==> src/hw/rtl/packet_rate_shaper_window_drop_assert.svh <==
// Assertion macros for the packet rate shaper.
// Depends on clk and rst_n being visible in the module that expands them.
`ifndef PACKET_RATE_SHAPER_WINDOW_DROP_ASSERT_SVH
`define PACKET_RATE_SHAPER_WINDOW_DROP_ASSERT_SVH

// Check that cons holds whenever ante holds, outside reset.
`define PRS_ASSERT_IMPLY(lbl, ante, cons) \
    lbl: assert property (@(posedge clk) disable iff (!rst_n) (ante) |-> (cons)) \
        else $error("shaper assertion failed");

// Check that cond holds at every clock edge, outside reset.
`define PRS_ASSERT_ALWAYS(lbl, cond) \
    lbl: assert property (@(posedge clk) disable iff (!rst_n) (cond)) \
        else $error("shaper invariant failed");

`endif

==> src/hw/rtl/prs_pkg.sv <==
// Shared types and constants for the packet rate shaper.
// No dependencies.
package prs_pkg;

    localparam int LEN_W   = 16;
    localparam int TIME_W  = 48;
    localparam int RATE_W  = 40;
    localparam int WIN_W   = 17;
    localparam int MB_W    = 14;
    localparam int LIMIT_W = 34;
    localparam int DELAY_W = 32;
    localparam int PROD_W  = TIME_W + RATE_W;
    localparam int CFG_IDX_W = 2;

    localparam logic [WIN_W-1:0] WINDOW       = 17'd100000;
    localparam logic [19:0]      BYTES_PER_MB = 20'd1000000;

    typedef enum logic [CFG_IDX_W-1:0] {
        CFG_SPEED_LIMIT_MB = 2'd0,
        CFG_SHAPE_INBOUND  = 2'd1,
        CFG_SHAPE_OUTBOUND = 2'd2
    } cfg_idx_t;

    typedef enum logic [2:0] {
        S_IDLE,
        S_UPDATE,
        S_CHECK,
        S_MUL,
        S_DIV,
        S_DONE
    } state_t;

    typedef struct packed {
        logic [LEN_W-1:0]  packet_len;
        logic              is_outbound;
        logic [TIME_W-1:0] now_ms;
    } pkt_t;

    typedef struct packed {
        logic               handled;
        logic               drop;
        logic [DELAY_W-1:0] delay_ms;
    } res_t;

endpackage

==> src/hw/rtl/packet_rate_shaper_window_drop.sv <==
// Top level of the fixed-window packet rate shaper.
// Depends on prs_pkg, prs_mul, prs_div and the assertion macro header.
//
// Channels: pkt (valid/ready) carries one packet event per transfer; res
// (valid/ready) returns exactly one result per packet, in order; cfg
// (valid/ready, always ready) writes speed_limit_mb, shape_inbound and
// shape_outbound by index. The user must write them only while the block
// is idle; the block itself does not enforce this.
// A packet passes idle, update, check (shaped direction only), then done;
// over a nonzero limit, a hold delay is computed between check and done by
// the 40-step shift-add multiplier and the 32-step restoring divider, one
// bit per cycle each. The divider skips its steps when the delay saturates.
// One packet is in flight at a time; pkt_ready is high in the idle state,
// entered the cycle after a result is loaded.
// The result sits in an output register, so a new packet is taken while
// res waits; if the receiver still stalls when the next result is ready,
// the block holds that result and takes no packet until res transfers.
// Reset clears the byte count, window count and last time, and sets the
// speed limit to 1 MB with both directions shaped.
`include "packet_rate_shaper_window_drop_assert.svh"

module packet_rate_shaper_window_drop
(
    input  logic                              clk,
    input  logic                              rst_n,
    input  logic                              pkt_valid,
    output logic                              pkt_ready,
    input  prs_pkg::pkt_t                     pkt,
    output logic                              res_valid,
    input  logic                              res_ready,
    output prs_pkg::res_t                     res,
    input  logic                              cfg_valid,
    output logic                              cfg_ready,
    input  logic [prs_pkg::CFG_IDX_W-1:0]     cfg_index,
    input  logic [prs_pkg::MB_W-1:0]          cfg_data
);

    prs_pkg::state_t state_reg;
    prs_pkg::state_t state_next;

    logic [prs_pkg::MB_W-1:0]    speed_limit_mb_reg;
    logic                        shape_inbound_reg;
    logic                        shape_outbound_reg;

    logic [prs_pkg::RATE_W-1:0]  rate_reg;
    logic [prs_pkg::WIN_W-1:0]   window_reg;
    logic [prs_pkg::TIME_W-1:0]  last_reg;

    logic [prs_pkg::LEN_W-1:0]   len_reg;
    logic                        outb_reg;
    logic [prs_pkg::TIME_W-1:0]  now_reg;
    logic [prs_pkg::TIME_W-1:0]  gap_reg;
    logic [prs_pkg::LIMIT_W-1:0] limit_reg;
    logic                        handled_reg;
    logic                        drop_reg;
    logic [prs_pkg::DELAY_W-1:0] delay_reg;

    prs_pkg::res_t               res_reg;
    logic                        res_valid_reg;

    logic                        enabled;
    logic [prs_pkg::RATE_W:0]    rate_sum;
    logic [prs_pkg::RATE_W-1:0]  rate_sat;
    logic                        win_reset;
    logic [prs_pkg::WIN_W:0]     win_sum;
    logic [prs_pkg::WIN_W-1:0]   win_base;
    logic                        over_limit;
    logic                        limit_zero;
    logic                        mul_start;
    logic                        mul_done;
    logic [prs_pkg::PROD_W-1:0]  product;
    logic                        div_start;
    logic                        div_done;
    logic [prs_pkg::DELAY_W-1:0] quotient;
    logic                        res_load;
    logic                        pkt_xfer;

    always_comb
    begin
        enabled   = outb_reg ? shape_outbound_reg : shape_inbound_reg;
        rate_sum  = {1'b0, rate_reg} + (prs_pkg::RATE_W + 1)'(len_reg);
        rate_sat  = rate_sum[prs_pkg::RATE_W] ? '1 : rate_sum[prs_pkg::RATE_W-1:0];
        win_reset = {1'b0, now_reg}
                  > ({1'b0, last_reg} + (prs_pkg::TIME_W + 1)'(prs_pkg::WINDOW));
        win_base  = win_reset ? '0 : window_reg;
        win_sum   = {1'b0, win_base} + (prs_pkg::WIN_W + 1)'(len_reg);
        over_limit = rate_reg > prs_pkg::RATE_W'(limit_reg);
        limit_zero = limit_reg == '0;
        pkt_xfer   = pkt_valid && pkt_ready;
    end

    always_comb
    begin
        state_next = state_reg;
        unique case (state_reg)
            prs_pkg::S_IDLE:
            begin
                if (pkt_valid)
                begin
                    state_next = prs_pkg::S_UPDATE;
                end
            end
            prs_pkg::S_UPDATE:
            begin
                state_next = enabled ? prs_pkg::S_CHECK : prs_pkg::S_DONE;
            end
            prs_pkg::S_CHECK:
            begin
                state_next = (over_limit && !limit_zero) ? prs_pkg::S_MUL : prs_pkg::S_DONE;
            end
            prs_pkg::S_MUL:
            begin
                if (mul_done)
                begin
                    state_next = prs_pkg::S_DIV;
                end
            end
            prs_pkg::S_DIV:
            begin
                if (div_done)
                begin
                    state_next = prs_pkg::S_DONE;
                end
            end
            prs_pkg::S_DONE:
            begin
                if (!res_valid_reg || res_ready)
                begin
                    state_next = prs_pkg::S_IDLE;
                end
            end
            default:
            begin
                state_next = prs_pkg::S_IDLE;
            end
        endcase
    end

    always_comb
    begin
        pkt_ready = 1'b0;
        mul_start = 1'b0;
        div_start = 1'b0;
        res_load  = 1'b0;
        unique case (state_reg)
            prs_pkg::S_IDLE:   pkt_ready = 1'b1;
            prs_pkg::S_CHECK:  mul_start = over_limit && !limit_zero;
            prs_pkg::S_MUL:    div_start = mul_done;
            prs_pkg::S_DONE:   res_load  = !res_valid_reg || res_ready;
            default:           pkt_ready = 1'b0;
        endcase
    end

    always_ff @(posedge clk or negedge rst_n)
    begin
        if (!rst_n)
        begin
            state_reg          <= prs_pkg::S_IDLE;
            speed_limit_mb_reg <= prs_pkg::MB_W'(1);
            shape_inbound_reg  <= 1'b1;
            shape_outbound_reg <= 1'b1;
            rate_reg           <= '0;
            window_reg         <= '0;
            last_reg           <= '0;
            res_valid_reg      <= 1'b0;
        end
        else
        begin
            state_reg <= state_next;
            if (cfg_valid)
            begin
                unique case (prs_pkg::cfg_idx_t'(cfg_index))
                    prs_pkg::CFG_SPEED_LIMIT_MB: speed_limit_mb_reg <= cfg_data;
                    prs_pkg::CFG_SHAPE_INBOUND:  shape_inbound_reg  <= cfg_data[0];
                    prs_pkg::CFG_SHAPE_OUTBOUND: shape_outbound_reg <= cfg_data[0];
                    default:                     speed_limit_mb_reg <= speed_limit_mb_reg;
                endcase
            end
            if (state_reg == prs_pkg::S_UPDATE && enabled)
            begin
                rate_reg <= win_reset ? '0 : rate_sat;
                if (win_sum <= (prs_pkg::WIN_W + 1)'(prs_pkg::WINDOW))
                begin
                    window_reg <= win_sum[prs_pkg::WIN_W-1:0];
                end
                else
                begin
                    window_reg <= win_base;
                end
                last_reg <= now_reg;
            end
            if (res_load)
            begin
                res_valid_reg <= 1'b1;
            end
            else if (res_ready)
            begin
                res_valid_reg <= 1'b0;
            end
        end
    end

    always_ff @(posedge clk)
    begin
        if (pkt_xfer)
        begin
            len_reg  <= pkt.packet_len;
            outb_reg <= pkt.is_outbound;
            now_reg  <= pkt.now_ms;
        end
        if (state_reg == prs_pkg::S_UPDATE)
        begin
            handled_reg <= enabled;
            drop_reg    <= enabled
                        && (win_sum > (prs_pkg::WIN_W + 1)'(prs_pkg::WINDOW));
            delay_reg   <= '0;
            gap_reg     <= now_reg - last_reg;
            limit_reg   <= {{(prs_pkg::LIMIT_W - prs_pkg::MB_W){1'b0}}, speed_limit_mb_reg}
                         * {{(prs_pkg::LIMIT_W - 20){1'b0}}, prs_pkg::BYTES_PER_MB};
        end
        if (state_reg == prs_pkg::S_CHECK && over_limit && limit_zero)
        begin
            delay_reg <= '1;
        end
        if (div_done)
        begin
            delay_reg <= quotient;
        end
        if (res_load)
        begin
            res_reg.handled  <= handled_reg;
            res_reg.drop     <= drop_reg;
            res_reg.delay_ms <= delay_reg;
        end
    end

    prs_mul u_mul
    (
        .clk          (clk),
        .rst_n        (rst_n),
        .start        (mul_start),
        .multiplicand (gap_reg),
        .multiplier   (rate_reg - prs_pkg::RATE_W'(limit_reg)),
        .done         (mul_done),
        .product      (product)
    );

    prs_div u_div
    (
        .clk      (clk),
        .rst_n    (rst_n),
        .start    (div_start),
        .dividend (product),
        .divisor  (limit_reg),
        .done     (div_done),
        .quotient (quotient)
    );

    assign cfg_ready = 1'b1;
    assign res_valid = res_valid_reg;
    assign res       = res_reg;

    `PRS_ASSERT_ALWAYS(a_window_bound, window_reg <= prs_pkg::WINDOW)
    `PRS_ASSERT_IMPLY(a_mul_over_limit, mul_start, over_limit && !limit_zero && enabled)
    `PRS_ASSERT_IMPLY(a_unhandled_clean, res_valid_reg && !res_reg.handled,
        !res_reg.drop && res_reg.delay_ms == '0)
    `PRS_ASSERT_IMPLY(a_pkt_idle_only, pkt_xfer, state_reg == prs_pkg::S_IDLE && !mul_done)

endmodule

==> src/hw/rtl/prs_mul.sv <==
// Shift-add multiplier, one multiplier bit per cycle.
// Depends on prs_pkg.
module prs_mul
(
    input  logic                          clk,
    input  logic                          rst_n,
    input  logic                          start,
    input  logic [prs_pkg::TIME_W-1:0]    multiplicand,
    input  logic [prs_pkg::RATE_W-1:0]    multiplier,
    output logic                          done,
    output logic [prs_pkg::PROD_W-1:0]    product
);

    localparam int CNT_W = $clog2(prs_pkg::RATE_W);

    logic [prs_pkg::PROD_W-1:0] prod_reg;
    logic [prs_pkg::TIME_W-1:0] mcand_reg;
    logic [CNT_W-1:0]           cnt_reg;
    logic                       busy_reg;
    logic                       done_reg;
    logic [prs_pkg::TIME_W:0]   sum;
    logic                       last_step;

    always_comb
    begin
        sum = {1'b0, prod_reg[prs_pkg::PROD_W-1:prs_pkg::RATE_W]}
            + (prod_reg[0] ? {1'b0, mcand_reg} : '0);
        last_step = cnt_reg == CNT_W'(prs_pkg::RATE_W - 1);
    end

    always_ff @(posedge clk or negedge rst_n)
    begin
        if (!rst_n)
        begin
            busy_reg <= 1'b0;
            done_reg <= 1'b0;
            cnt_reg  <= '0;
        end
        else
        begin
            done_reg <= !start && busy_reg && last_step;
            if (start)
            begin
                busy_reg <= 1'b1;
                cnt_reg  <= '0;
            end
            else if (busy_reg)
            begin
                cnt_reg <= cnt_reg + 1'b1;
                if (last_step)
                begin
                    busy_reg <= 1'b0;
                end
            end
        end
    end

    always_ff @(posedge clk)
    begin
        if (start)
        begin
            mcand_reg <= multiplicand;
            prod_reg  <= {{prs_pkg::TIME_W{1'b0}}, multiplier};
        end
        else if (busy_reg)
        begin
            // shift right, folding in the partial sum
            prod_reg <= {sum, prod_reg[prs_pkg::RATE_W-1:1]};
        end
    end

    assign done    = done_reg;
    assign product = prod_reg;

endmodule

==> src/hw/rtl/prs_div.sv <==
// Restoring divider, one quotient bit per cycle, saturating to 32 bits.
// Depends on prs_pkg.
module prs_div
(
    input  logic                          clk,
    input  logic                          rst_n,
    input  logic                          start,
    input  logic [prs_pkg::PROD_W-1:0]    dividend,
    input  logic [prs_pkg::LIMIT_W-1:0]   divisor,
    output logic                          done,
    output logic [prs_pkg::DELAY_W-1:0]   quotient
);

    localparam int CNT_W = $clog2(prs_pkg::DELAY_W);
    localparam int HI_W  = prs_pkg::PROD_W - prs_pkg::DELAY_W;

    logic [prs_pkg::LIMIT_W-1:0] rem_reg;
    logic [prs_pkg::LIMIT_W-1:0] div_reg;
    logic [prs_pkg::DELAY_W-1:0] q_reg;
    logic [CNT_W-1:0]            cnt_reg;
    logic                        busy_reg;
    logic                        done_reg;
    logic                        sat;
    logic                        last_step;
    logic [prs_pkg::LIMIT_W+1:0] trial;

    always_comb
    begin
        sat   = dividend[prs_pkg::PROD_W-1:prs_pkg::DELAY_W] >= HI_W'(divisor);
        trial = {1'b0, rem_reg, q_reg[prs_pkg::DELAY_W-1]} - {2'b00, div_reg};
        last_step = cnt_reg == CNT_W'(prs_pkg::DELAY_W - 1);
    end

    always_ff @(posedge clk or negedge rst_n)
    begin
        if (!rst_n)
        begin
            busy_reg <= 1'b0;
            done_reg <= 1'b0;
            cnt_reg  <= '0;
        end
        else
        begin
            done_reg <= start ? sat : (busy_reg && last_step);
            if (start)
            begin
                busy_reg <= !sat;
                cnt_reg  <= '0;
            end
            else if (busy_reg)
            begin
                cnt_reg <= cnt_reg + 1'b1;
                if (last_step)
                begin
                    busy_reg <= 1'b0;
                end
            end
        end
    end

    always_ff @(posedge clk)
    begin
        if (start)
        begin
            div_reg <= divisor;
            rem_reg <= dividend[prs_pkg::DELAY_W +: prs_pkg::LIMIT_W];
            q_reg   <= sat ? '1 : dividend[prs_pkg::DELAY_W-1:0];
        end
        else if (busy_reg)
        begin
            if (!trial[prs_pkg::LIMIT_W+1])
            begin
                rem_reg <= trial[prs_pkg::LIMIT_W-1:0];
            end
            else
            begin
                rem_reg <= {rem_reg[prs_pkg::LIMIT_W-2:0], q_reg[prs_pkg::DELAY_W-1]};
            end
            q_reg <= {q_reg[prs_pkg::DELAY_W-2:0], !trial[prs_pkg::LIMIT_W+1]};
        end
    end

    assign done     = done_reg;
    assign quotient = q_reg;

endmodule
==> config.mk <==
export PLATFORM = sky130hd
export DESIGN_NAME = packet_rate_shaper_window_drop
export DESIGN_NICKNAME = d
export VERILOG_FILES = /design/src/hw/rtl/prs_pkg.sv /design/src/hw/rtl/packet_rate_shaper_window_drop.sv /design/src/hw/rtl/prs_mul.sv /design/src/hw/rtl/prs_div.sv
export VERILOG_INCLUDE_DIRS = /design/src /design/src/hw/rtl
export SDC_FILE = /design/constraint.sdc
export NUM_CORES = 2
export LEC_CHECK = 0
export BUFFER_PORTS_ARGS = -buffer_cell sky130_fd_sc_hd__buf_2
export CAP_MARGIN = 5
export CELL_PAD_IN_SITES_DETAIL_PLACEMENT = 0
export CELL_PAD_IN_SITES_GLOBAL_PLACEMENT = 1
export CORE_ASPECT_RATIO = 1.4
export CORE_UTILIZATION = 51
export CTS_BUF_LIST = sky130_fd_sc_hd__clkbuf_16
export DETAILED_ROUTE_END_ITERATION = 10
export PLACE_DENSITY_LB_ADDON = 0.08
export SLEW_MARGIN = 20
export SYNTH_ARGS = -nofsm -noshare
export SYNTH_HDL_FRONTEND = slang
export SYNTH_SLANG_ARGS = --single-unit
==> constraint.sdc <==
create_clock -name clk -period 8.8 [get_ports clk]
set_clock_uncertainty 0.1 [all_clocks]
set_input_delay 1.32 -clock clk [delete_from_list [all_inputs] [get_ports clk]]
set_output_delay 1.32 -clock clk [all_outputs]
set_load 0.03 [all_outputs]
==> metrics.log <==
INFO  metric outcome = finished, final reports clean
INFO  metric drive_gt1_frac = 0.0952
INFO  metric cp_data_required_time = 9.23 ns
INFO  metric rr_endpoint = window_reg[10]$_DFFE_PN0P_
INFO  metric cts.reportedPaths.clkPinSlew = 0.06 ns
INFO  metric clock_latency = 0.65 ns
INFO  metric number_of_enable_type_register_cells_in_the_synthesized_netlist = 391
INFO  metric cts_htree_levels = 2
INFO  metric setup-violations-final = 0
INFO  metric n_fill_cell = 6186
INFO  metric number_of_antenna_repair_diodes = 0
INFO  metric cts_hold_buffers = 0
INFO  metric timing.hold.worst.class = register to register
INFO  metric critPathKind = register to register
INFO  metric tightestPinTransition = 1.04 ns
INFO  metric timing.max_slew.rel_slack = 0.306
INFO  metric cp-end-kind = register
INFO  metric numPortBuffers = 121
INFO  metric layout-area-overhead-vs-synth = 9.75%
INFO  metric drc_errors = 0
INFO  metric crit_slowest_cell = or4_1
INFO  metric clockBufferDepth = 3
INFO  metric comb_power_share = 0.516
INFO  metric yosysUniqueCellTypes = 101
INFO  metric design.core.area = 70500 µm²
INFO  metric largest_reg_flops = 88
INFO  metric first_pass_iters = 7
INFO  metric final.period_utilization = 0.911
INFO  metric flops_latches_synth = 579
INFO  metric synth_most_common_cell = edfxtp_1
INFO  metric synthesis.area_per_instance = 10.4 µm²
INFO  metric numCtsBuffers = 58
INFO  metric critical_path.startpoint = last_reg[5]$_DFFE_PN0P_
INFO  metric nets = 4090
INFO  metric sequentialPowerShare = 0.308
INFO  metric cts_root_buf = clkbuf_16
INFO  metric cts_resized = 0
INFO  metric worstSetupEndpoint = window_reg[10]$_DFFE_PN0P_
INFO  metric report.final.slew_viol_count = 0
INFO  metric tritoncts = built
INFO  metric clock_power_share = 0.177
INFO  metric syn_inst = 3493
INFO  metric timing.critical_path.from_type = register
INFO  metric p_int = 8.25 mW
INFO  metric worst-r2r-cell-count = 30
INFO  metric yosysSeqAreaShare = 0.445
INFO  metric ys_dominant_reg_cell = edfxtp_1
INFO  metric globalRouteOverflowTotal = 0
INFO  metric reg2reg_from = last_reg[5]$_DFFE_PN0P_
INFO  metric grt_pass1_wl = 146000 µm
INFO  metric area_of_the_die = 72500 µm²
INFO  metric power.ir.vdd_worst = 0.552 mV
INFO  metric synth-async-reset-ratio = 0.242
INFO  metric globalplace.congestion = 0.907
INFO  metric synth_largest_type_area_fraction = 0.322
INFO  metric cp_slowest_stage_delay = 0.50 ns
INFO  metric worst-endpoint-arrival = 8.45 ns
INFO  metric post-layout-total-power = 14.3 mW
INFO  metric place_area = 38000 µm²
INFO  metric period_minus_slack = 8.02 ns
INFO  metric post-synth-top-area-cell = edfxtp_1
INFO  metric dp.final_hpwl = 70000 µm
INFO  metric power_per_cell_area = 357 nW/µm²
INFO  metric floorplan.die.width = 228 µm
INFO  metric drtAntennaViolNets = 0
INFO  metric floorplan.die.height = 318 µm
INFO  metric yosysWarningCount = 0
INFO  metric viasPerCell = 5.76
INFO  metric p_sw = 6.04 mW
INFO  metric antenna_found_initial = 0
INFO  metric total_leakage_power = 17.2 nW
INFO  metric std_cell_rows = 115
INFO  metric switching_share = 0.423
INFO  metric setup_tns = 0 ns
INFO  metric grt_start_max_net_pins = 96
INFO  metric setup.reg_to_reg.worst_slack = 0.78 ns
INFO  metric hold_viol_final = 0
INFO  metric initial_utilization = 0.517
INFO  metric grt_pass1_vias = 26700
INFO  metric io_pins = 123
INFO  metric worstPathMaxFanout = 10
INFO  metric tritoncts_num_sinks = 579
INFO  metric detail_route.wirelength = 91100 µm
INFO  metric max_clock_freq = 0.125 GHz
INFO  metric grtUsageTotal = 0.253
INFO  metric fin_area = 40000 µm²
INFO  metric cpMostUsedCell = nor3_1
INFO  metric drtIter0Drc = 1465
INFO  metric routedWlPerCell = 19.9 µm
INFO  metric cell_area_after_synthesis = 36400 µm²
INFO  metric synth.top_cells.by_area = edfxtp_1 32%, ha_1 12%, dfrtp_1 9.4%
INFO  metric grt_setup_unrepaired = false
INFO  metric post_synth_most_frequent_cells = 391 x edfxtp_1, 357 x ha_1, 266 x nand2_1
INFO  metric cts.repair_timing.setup_buffer_count = 0
INFO  metric timing.max_cap.violations = 0
INFO  metric synth_fp_nets = 3987
INFO  metric count_of_vias_placed_by_the_detailed_router = 26400
-- final cells by class --
class	instances	area [µm²]	share of cell area
multi-input combinational	2544	18800	0.471
sequential	579	16200	0.406
clock buffer	59	1480	0.0369
tap	936	1170	0.0293
inverter	264	991	0.0248
timing repair buffer	149	837	0.0209
clock inverter	49	449	0.0112
-- worst min-delay path by stage --
stage,startpoint,to,slack (ns),cells after the start
finish,gap_reg[34]$_DFFE_PN_,u_mul.mcand_reg[34]$_DFFE_PP_,0.30,0
global route,gap_reg[34]$_DFFE_PN_,u_mul.mcand_reg[34]$_DFFE_PP_,0.31,0
CTS,gap_reg[34]$_DFFE_PN_,u_mul.mcand_reg[34]$_DFFE_PP_,0.32,0
detailed placement,delay_reg[4]$_DFFE_PP_,res[4]$_DFFE_PP_,0.30,0
global placement,gap_reg[11]$_DFFE_PN_,u_mul.mcand_reg[11]$_DFFE_PP_,0.30,0
floorplan,delay_reg[0]$_DFFE_PP_,res[0]$_DFFE_PP_,0.30,0
-- power by group through the flow --
stage / Combinational, mW / Sequential, mW / Clock [mW]
detailed placement: 7.28 / 4.46 / 0
global placement: 7.22 / 4.44 / 0
finish: 7.37 / 4.40 / 2.52
global route: 8.31 / 4.46 / 2.68
CTS: 7.39 / 4.40 / 2.59
floorplan: 5.37 / 4.30 / 0
-- critical path: cells and delay by family, from the launching register on --
| family | cells | cell delay (ns) |
|---|---|---|
| AND/OR/NAND/NOR | 10 | 2.84 |
| flip-flops | 1 | 0.41 |
| XOR/XNOR | 1 | 0.12 |
| AO/OA/AOI/OAI | 13 | 2.94 |
| buffers and inverters | 2 | 0.36 |
| adder cells (fa/ha/maj) | 4 | 1.12 |
-- kinds of logic (layout without fill, tap and decap cells) --
| logic type | after synthesis | in the layout | synth area share |
|---|---|---|---|
| adders and majority gates | 408 | 408 | 0.151 |
| buffers and inverters | 370 | 521 | 0.0393 |
| xor gates and xnor gates | 225 | 225 | 0.0541 |
| and+or+nand+nor | 937 | 937 | 0.128 |
| DFF | 579 | 579 | 0.445 |
| muxes | 89 | 89 | 0.0259 |
| AOI/OAI and AO/OA | 884 | 884 | 0.157 |
| other | 1 | 1 | 0.000103 |
-- cells in the final DEF, fill, tap and decap left out, types with 57 or more instances in the layout --
master / n
dfrtp_1: 136
ha_1: 357
clkbuf_16: 59
a21o_1: 117
o21ai_0: 204
nand2_1: 266
edfxtp_1: 391
inv_1: 268
buf_2: 120
nand3_1: 66
xnor2_1: 168
nor3_1: 60
and2_1: 79
a21oi_1: 226
xor2_1: 57
nor2_1: 212
-- through the flow --
| stage | setup slack [ns] | std cells | hold slack, ns | utilization |
|---|---|---|---|---|
| after detailed placement | 0.547 | 4471 | 0.305 | 0.539 |
| final | 0.780 | 4580 | 0.303 | 0.567 |
| after global placement | 0.643 | 4471 | 0.301 | 0.539 |
| after floorplan | 1.60 | 3493 | 0.300 | - |
| after CTS | 0.486 | 4579 | 0.316 | 0.567 |
| after global routing | 0.250 | 4580 | 0.311 | 0.567 |
-- layer usage --
metal	track usage	vias up	part of all wire
met2	0.419	508	0.47
li1	-	12900	-
met5	0	-	0
met4	0.0977	0	0.040
met1	0.340	12800	0.46
met3	0.0257	160	0.033
Note: power is estimated with default switching activity, not from simulation.
